[src/sv/ttb_pkg.sv]
// Types and constants shared by the tangent/bitangent block.
// Depends on nothing.
`timescale 1ns / 1ps
package ttb_pkg;
    typedef struct packed {
        logic signed [31:0] pos_x;
        logic signed [31:0] pos_y;
        logic signed [31:0] pos_z;
        logic signed [23:0] tex_u;
        logic signed [23:0] tex_v;
    } t_vertex;

    typedef struct packed {
        logic signed [31:0] tangent_x;
        logic signed [31:0] tangent_y;
        logic signed [31:0] tangent_z;
        logic signed [31:0] bitangent_x;
        logic signed [31:0] bitangent_y;
        logic signed [31:0] bitangent_z;
        logic               degenerate;
    } t_result;

    localparam int DIV_W = 64;

    typedef struct packed {
        logic              start;
        logic              neg;
        logic [DIV_W-1:0]  num;
        logic [DIV_W-1:0]  den;
    } t_div_req;
endpackage

[src/sv/ttb_div.sv]
// Restoring divider, one quotient bit per cycle, saturating to 32 bits signed.
// Depends on ttb_pkg.
`timescale 1ns / 1ps
module ttb_div import ttb_pkg::*; #(
    parameter int FRAC_BITS = 16
) (
    input  logic               i_clk,
    input  logic               i_rst_n,
    input  t_div_req           i_req,
    output logic               o_done,
    output logic signed [31:0] o_quot
);
    localparam int NB = DIV_W + FRAC_BITS;
    localparam int CW = $clog2(NB + 1);

    logic [NB-1:0]    r_dvd;
    logic [DIV_W:0]   r_rem;
    logic [DIV_W-1:0] r_den;
    logic [32:0]      r_q;
    logic             r_big, r_neg, r_busy;
    logic [CW-1:0]    r_cnt;
    logic [DIV_W:0]   w_sh, w_sub;
    logic [32:0]      w_q;
    logic             w_ge;

    assign w_sh  = {r_rem[DIV_W-1:0], r_dvd[NB-1]};
    assign w_ge  = w_sh >= {1'b0, r_den};
    assign w_sub = w_ge ? w_sh - {1'b0, r_den} : w_sh;
    assign w_q   = {r_q[31:0], w_ge};

    always_ff @(posedge i_clk) begin
        if (!i_rst_n) begin
            r_busy <= 1'b0;
            o_done <= 1'b0;
        end else begin
            o_done <= 1'b0;
            if (i_req.start) begin
                r_busy <= 1'b1;
                r_dvd  <= {i_req.num, {FRAC_BITS{1'b0}}};
                r_den  <= i_req.den;
                r_neg  <= i_req.neg;
                r_rem  <= '0;
                r_q    <= '0;
                r_big  <= 1'b0;
                r_cnt  <= CW'(NB);
            end else if (r_busy) begin
                r_dvd <= r_dvd << 1;
                r_rem <= w_sub;
                if (w_q[32] || r_big) begin
                    r_big <= 1'b1;
                    r_q   <= 33'h0_FFFF_FFFF;
                end else begin
                    r_q <= w_q;
                end
                r_cnt <= r_cnt - CW'(1);
                if (r_cnt == CW'(1)) begin
                    r_busy <= 1'b0;
                    o_done <= 1'b1;
                end
            end
        end
    end

    always_comb begin
        if (r_neg) begin
            if (r_big || r_q[31]) o_quot = 32'sh8000_0000;
            else o_quot = -$signed(r_q[31:0]);
        end else begin
            if (r_big || r_q[31]) o_quot = 32'sh7FFF_FFFF;
            else o_quot = $signed(r_q[31:0]);
        end
    end

    a_done_not_busy: assert property (@(posedge i_clk) disable iff (!i_rst_n)
        o_done |-> !r_busy) else $error("div done while busy");
endmodule

[src/sv/triangle_tangent_bitangent.sv]
// Top level: vertex capture, shared multiplier sequencer and divider control.
// Depends on ttb_pkg and ttb_div.
//
// channel | dir | payload  | handshake
// vertex  | in  | t_vertex | i_in_valid / o_in_stall
// result  | out | t_result | o_out_valid / i_out_stall
//
// First two vertices of a triangle are only registered.
// Third vertex: 14 steps on one 33x25 multiplier, then six divisions through one
// bit-serial divider, result valid after the sixth. Degenerate triangle (zero det):
// zeroed result with degenerate flag, no division. The result register holds under
// stall; no new vertex is taken until it is transferred. Synchronous active-low reset.
`timescale 1ns / 1ps
module triangle_tangent_bitangent import ttb_pkg::*; #(
    parameter int FRAC_BITS = 16
) (
    input  logic    i_clk,
    input  logic    i_rst_n,
    input  logic    i_in_valid,
    output logic    o_in_stall,
    input  t_vertex i_in_data,
    output logic    o_out_valid,
    input  logic    i_out_stall,
    output t_result o_out_data
);
    localparam logic [2:0] S_IDLE = 3'd0, S_MUL = 3'd1, S_DIVGO = 3'd2,
                           S_DIVW = 3'd3, S_OUT = 3'd4;

    logic [2:0]  r_state;
    logic [1:0]  r_cnt;
    logic [3:0]  r_step;
    logic [2:0]  r_k;
    logic signed [31:0] r_p0 [3];
    logic signed [31:0] r_p1 [3];
    logic signed [23:0] r_u0, r_v0, r_u1, r_v1;
    logic signed [32:0] r_e1 [3];
    logic signed [32:0] r_e2 [3];
    logic signed [24:0] r_du1, r_du2, r_dv1, r_dv2;
    logic signed [DIV_W-1:0] r_det;
    logic signed [DIV_W-1:0] r_num [6];
    logic signed [DIV_W-1:0] r_prod;
    logic signed [32:0]      w_ma;
    logic signed [24:0]      w_mb;
    logic signed [57:0]      w_prod;
    logic [1:0]  w_ki;
    t_div_req    w_req;
    logic        w_done;
    logic signed [31:0] w_quot;
    logic signed [DIV_W-1:0] w_nk;
    logic        w_acc;

    assign w_acc = i_in_valid && !o_in_stall;
    assign o_in_stall = (r_state != S_IDLE);

    assign w_ki = (r_k < 3'd3) ? r_k[1:0] : 2'(r_k - 3'd3);

    // multiplier operand select: steps 0,1 det; 2..13 numerators (two per value)
    always_comb begin
        w_ma = '0;
        w_mb = '0;
        if (r_step == 4'd0) begin
            w_ma = 33'(r_du1);
            w_mb = r_dv2;
        end else if (r_step == 4'd1) begin
            w_ma = 33'(r_du2);
            w_mb = r_dv1;
        end else if (r_k < 3'd3) begin
            if (!r_step[0]) begin
                w_ma = r_e1[w_ki];
                w_mb = r_dv2;
            end else begin
                w_ma = r_e2[w_ki];
                w_mb = r_dv1;
            end
        end else begin
            if (!r_step[0]) begin
                w_ma = r_e2[w_ki];
                w_mb = r_du1;
            end else begin
                w_ma = r_e1[w_ki];
                w_mb = r_du2;
            end
        end
    end

    assign w_prod = w_ma * w_mb;

    assign w_nk = r_num[r_k];

    always_comb begin
        w_req.start = (r_state == S_DIVGO);
        w_req.neg   = w_nk[DIV_W-1] ^ r_det[DIV_W-1];
        w_req.num   = w_nk[DIV_W-1] ? -w_nk : w_nk;
        w_req.den   = r_det[DIV_W-1] ? -r_det : r_det;
    end

    ttb_div #(.FRAC_BITS(FRAC_BITS)) u_div (
        .i_clk  (i_clk),
        .i_rst_n(i_rst_n),
        .i_req  (w_req),
        .o_done (w_done),
        .o_quot (w_quot)
    );

    always_ff @(posedge i_clk) begin
        if (!i_rst_n) begin
            r_state     <= S_IDLE;
            r_cnt       <= '0;
            o_out_valid <= 1'b0;
        end else begin
            case (r_state)
                S_IDLE: begin
                    if (w_acc) begin
                        if (r_cnt < 2'd2) begin
                            if (r_cnt[0]) begin
                                r_p1[0] <= i_in_data.pos_x;
                                r_p1[1] <= i_in_data.pos_y;
                                r_p1[2] <= i_in_data.pos_z;
                                r_u1 <= i_in_data.tex_u;
                                r_v1 <= i_in_data.tex_v;
                            end else begin
                                r_p0[0] <= i_in_data.pos_x;
                                r_p0[1] <= i_in_data.pos_y;
                                r_p0[2] <= i_in_data.pos_z;
                                r_u0 <= i_in_data.tex_u;
                                r_v0 <= i_in_data.tex_v;
                            end
                            r_cnt <= r_cnt + 2'd1;
                        end else begin
                            r_cnt <= '0;
                            r_e1[0] <= 33'(r_p1[0]) - 33'(r_p0[0]);
                            r_e1[1] <= 33'(r_p1[1]) - 33'(r_p0[1]);
                            r_e1[2] <= 33'(r_p1[2]) - 33'(r_p0[2]);
                            r_e2[0] <= 33'(i_in_data.pos_x) - 33'(r_p0[0]);
                            r_e2[1] <= 33'(i_in_data.pos_y) - 33'(r_p0[1]);
                            r_e2[2] <= 33'(i_in_data.pos_z) - 33'(r_p0[2]);
                            r_du1 <= 25'(r_u1) - 25'(r_u0);
                            r_du2 <= 25'(i_in_data.tex_u) - 25'(r_u0);
                            // flipped v: (1-a)-(1-b) = b-a
                            r_dv1 <= 25'(r_v0) - 25'(r_v1);
                            r_dv2 <= 25'(r_v0) - 25'(i_in_data.tex_v);
                            r_step <= '0;
                            r_k <= '0;
                            r_state <= S_MUL;
                        end
                    end
                end
                S_MUL: begin
                    r_step <= r_step + 4'd1;
                    if (!r_step[0]) begin
                        r_prod <= DIV_W'(w_prod);
                    end else if (r_step == 4'd1) begin
                        r_det <= r_prod - DIV_W'(w_prod);
                    end else begin
                        r_num[r_k] <= r_prod - DIV_W'(w_prod);
                        if (r_k == 3'd5) begin
                            r_k <= '0;
                            if (r_det == '0) begin
                                o_out_data  <= {{6{32'd0}}, 1'b1};
                                o_out_valid <= 1'b1;
                                r_state <= S_OUT;
                            end else begin
                                o_out_data.degenerate <= 1'b0;
                                r_state <= S_DIVGO;
                            end
                        end else begin
                            r_k <= r_k + 3'd1;
                        end
                    end
                end
                S_DIVGO: r_state <= S_DIVW;
                S_DIVW: begin
                    if (w_done) begin
                        case (r_k)
                            3'd0: o_out_data.tangent_x   <= w_quot;
                            3'd1: o_out_data.tangent_y   <= w_quot;
                            3'd2: o_out_data.tangent_z   <= w_quot;
                            3'd3: o_out_data.bitangent_x <= w_quot;
                            3'd4: o_out_data.bitangent_y <= w_quot;
                            default: o_out_data.bitangent_z <= w_quot;
                        endcase
                        if (r_k == 3'd5) begin
                            o_out_valid <= 1'b1;
                            r_state <= S_OUT;
                        end else begin
                            r_k <= r_k + 3'd1;
                            r_state <= S_DIVGO;
                        end
                    end
                end
                S_OUT: begin
                    if (!i_out_stall) begin
                        o_out_valid <= 1'b0;
                        r_state <= S_IDLE;
                    end
                end
                default: r_state <= S_IDLE;
            endcase
        end
    end

    a_cnt_range: assert property (@(posedge i_clk) disable iff (!i_rst_n)
        r_cnt != 2'd3) else $error("corner count out of range");
    a_valid_out: assert property (@(posedge i_clk) disable iff (!i_rst_n)
        o_out_valid |-> r_state == S_OUT) else $error("valid outside output state");
    a_degen_zero: assert property (@(posedge i_clk) disable iff (!i_rst_n)
        (o_out_valid && o_out_data.degenerate) |-> o_out_data.tangent_x == 0)
        else $error("degenerate result not zeroed");
endmodule
[config.mk]
export PLATFORM = sky130hd
export DESIGN_NAME = triangle_tangent_bitangent
export DESIGN_NICKNAME = d
export VERILOG_FILES = /design/src/sv/ttb_pkg.sv /design/src/sv/ttb_div.sv /design/src/sv/triangle_tangent_bitangent.sv
export SDC_FILE = /design/constraint.sdc
export NUM_CORES = 2
export LEC_CHECK = 0
export BUFFER_PORTS_ARGS = -buffer_cell sky130_fd_sc_hd__buf_2
export CAP_MARGIN = 5
export CORE_AREA = 3 3 463 465
export CTS_CLUSTER_DIAMETER = 80
export DETAILED_ROUTE_END_ITERATION = 8
export DIE_AREA = 0 0 466 468
export GPL_TIMING_DRIVEN = 1
export PLACE_DENSITY = 0.69
export SYNTH_ARGS = -nofsm -noshare
export SYNTH_HDL_FRONTEND = slang
export SYNTH_SLANG_ARGS = --single-unit
export TNS_END_PERCENT = 1
[constraint.sdc]
create_clock -name i_clk -period 24.9 [get_ports i_clk]
set_clock_uncertainty 0.2 [all_clocks]
set_input_delay 4.98 -clock i_clk [delete_from_list [all_inputs] [get_ports i_clk]]
set_output_delay 4.98 -clock i_clk [all_outputs]
set_load 0.02 [all_outputs]
==> flow_summary.toml <==
[run_status]
status = "completed"

[sta]
timing.setup.tns_ns = 0
post-route-period-util_pct = 61.55
fmaxAchievable_mhz = 65.25
period_minus_slack_ns = 15.33
hold_viol_final = 0
tightest_slew_ns = 1.319
setup_viol = 0
rsz0062_at_grt = "no"
final-max-slew-violation-count = 0
relSlewSlack_pct = 12.04

[routing]
ant_nets = 0
post_drt_via_cell_ratio = 5.634
totalWireLength_um = 272600
drtPass1Iterations = 5
wl_per_cell_um = 21.38
initialDrtViolationCount = 5762
via_count = 71850
drc = 0

[clock_network]
path_clk_slew_ns = 0.06
cts_root_buf = "clkbuf_16"
h-tree-depth = 4
clk_latency_ns = 0.84
cts.sinks = 1501
ctsHoldBuffers = 0
ctsResizeCount = 0
clock_path_buffers = 3
cts_setup_buffers = 0
cts_made_buffers = 161
cts_tree = "built"

[min_path]
min-delay-start = "u_div.r_dvd[50]"
hp-class = "reg2reg"
whs_path_depth = 2
min_to = "u_div.r_dvd[51]"

[critical_path]
cp-end-kind = "register"
cp_max_fo = 46
startpoint_type = "register"
criticalPathCategory = "reg2reg"
reg2reg_slack_ns = 9.57
r2r_start = "r_k[2]"
cp.required_ns = 25.22
critPathMaxStageDelay_ns = 0.66
crit_arrival_ns = 15.65
timing.rr.end = "r_num[5][57]"
cp_num_buf_inv = 9
crit_slowest_cell = "buf_4"
cp-startpoint = "r_k[2]"
path_delay_family = "compound AO/OA/AOI/OAI gates"
crit_top_cell = "fa_1"
r2r_cells = 54

[grt]
grt_max_degree = 103
grt_antenna_before_repair = 34
grt_pass1_wl_um = 426000
globalRouteOverflowTotal = 0
grt_pass1_vias = 75380
grt_usage_pct = 25.13

[floorplanning]
die_w_um = 466
floorplan.initialDensity_pct = 50.05
io-pin-count = 343
die-area_sq_mm = 0.2181
core_area_sq_mm = 0.2100
rows = 168
dieHeight_um = 468

[layout]
layout.cells.most_common = "edfxtp_1"
area_growth_pct = 10.05
drive_above_1_share_pct = 9.676
fill_cells = 17600
final_cell_mix = "edfxtp_1, inv_1, nor2_1, fa_1, nand2_1"
nets = 11370

[yosys]
ys_types = 122
yosys_register_bits = 1501
async_flop_share_pct = 0
synth_warnings = 0
synth_flop_cell = "edfxtp_1"
synth_simple_gate_area_share_pct = 10.62
synth.area.mux_share_pct = 3.391
syn_area_sq_mm = 0.1051
ys_seq_area_share_pct = 42.78
synth_area_per_cell_sq_um = 11.06
synthAdderAreaFrac_pct = 23.07
synthCells = 9503
synth-xor-area-share_pct = 4.221
synth_top_family_by_area = "adder cells"
synth_edf_count = 1490
synth_compound_area_share_pct = 9.860

[place]
port_buffers = 342
gp_congestion = 0.9370
hpwl_um = 205100

[job]
max_cap_viol_count = 0
-- logic make-up (layout without fill, tap and decap cells) --
family / after synthesis / after routing
AOI/OAI and AO/OA: 1629 / 1629
xor gates and xnor gates: 495 / 495
adders and majority gates: 1428 / 1428
buffers and inverters: 1673 / 2098
DFF: 1501 / 1501
muxes: 241 / 241
other: 1 / 20
and+or+nand+nor: 2535 / 2535
-- worst reg2reg max path: cells and delay by family, from the launching register on --
| kind | cells | cell delay (ns) |
|---|---|---|
| AOI/OAI and AO/OA | 22 | 4.98 |
| adders and majority gates | 10 | 4.46 |
| buffers and inverters | 9 | 2.17 |
| and+or+nand+nor | 10 | 1.57 |
| DFF | 1 | 0.61 |
| muxes | 1 | 0.61 |
| xor gates and xnor gates | 2 | 0.42 |
-- state kept, by name, indices dropped and copies added (netlist names), 64 cells and up, named ones only --
signal,count
o_out_data,193
r_e1,99
r_e2,99
r_num,354
r_p0,96
r_p1,96
u_div.r_den,64
u_div.r_dvd,64
u_div.r_rem,64
-- per-layer routing --
layer,up-vias,wire length (um),GRT usage [%]
met3,619,19150,4.943
met5,-,211,0
met1,35690,109200,31.54
li1,32980,-,-
met2,2531,131300,42.33
met4,28,12760,11.03
-- Yosys cell counts, drive strengths merged, types with 8 or more instances --
cell type | number | area share [%]
a211oi | 61 | 0.45
a221oi | 8 | 0.089
nor3 | 120 | 0.61
nor2b | 64 | 0.38
a2111oi | 12 | 0.15
o41ai | 28 | 0.23
o21bai | 43 | 0.31
edfxtp | 1490 | 43
o211ai | 22 | 0.16
xnor2 | 341 | 2.9
o31a | 8 | 0.067
o31ai | 37 | 0.27
a41oi | 9 | 0.075
mux2i | 148 | 1.4
nand2 | 825 | 2.9
fa | 854 | 16
buf | 56 | 0.28
and2 | 62 | 0.38
o21ai | 422 | 2.0
nor4 | 25 | 0.19
inv | 1341 | 4.8
o22a | 21 | 0.17
a21boi | 81 | 0.58
or4 | 22 | 0.16
or2 | 32 | 0.19
nand3 | 94 | 0.45
a21oi | 457 | 2.2
a211o | 10 | 0.083
maj3 | 13 | 0.13
a31o | 8 | 0.067
nor2 | 1050 | 3.8
clkbuf | 273 | 0.98
a21o | 121 | 0.86
and3 | 42 | 0.25
nand3b | 10 | 0.071
o21a | 93 | 0.66
nand4 | 42 | 0.27
a31oi | 35 | 0.23
mux4 | 92 | 2.0
dfxtp | 11 | 0.21
nand2b | 80 | 0.49
ha | 561 | 6.7
xor2 | 151 | 1.3
o22ai | 80 | 0.48
or3 | 47 | 0.29
-- layout make-up --
type	count	area (sq um)	share of cell area (%)
Multi-Input combinational cell	6333	54170	46.83
Sequential cell	1501	44970	38.87
Inverter	1344	5051	4.367
Clock buffer	190	4148	3.586
Tap cell	2805	3510	3.034
Timing Repair Buffer	464	2628	2.271
Clock inverter	100	1167	1.009
Antenna cell	15	37.54	0.03245
-- through the flow --
step | setup WS, ns | instance area (sq um) | hold slack (ns) | utilization, % | std cells
floorplan | 9.491 | 105100 | 0.2352 | - | 9507
global placement | 9.917 | 110300 | 0.2941 | 52.54 | 12450
detailed placement | 9.754 | 110300 | 0.3077 | 52.54 | 12450
CTS | 9.617 | 115600 | 0.3082 | 55.07 | 12740
global route | 8.593 | 115600 | 0.3373 | 55.07 | 12740
finish | 9.574 | 115700 | 0.3031 | 55.09 | 12750
-- worst max path at each step --
stage / end / slack (ns) / cells past startpoint
after floorplan: r_p0[0][0] / 9.49 / 3
after CTS: r_num[5][57] / 9.62 / 54
after detailed placement: r_det[57] / 9.75 / 54
final: r_num[5][57] / 9.57 / 54
after global routing: r_num[0][56] / 8.59 / 53
after global placement: r_num[2][57] / 9.92 / 54
Power is left out: the tool's default activity adds up to more than one toggle a clock period on the data nets, which glitch-free logic cannot reach.
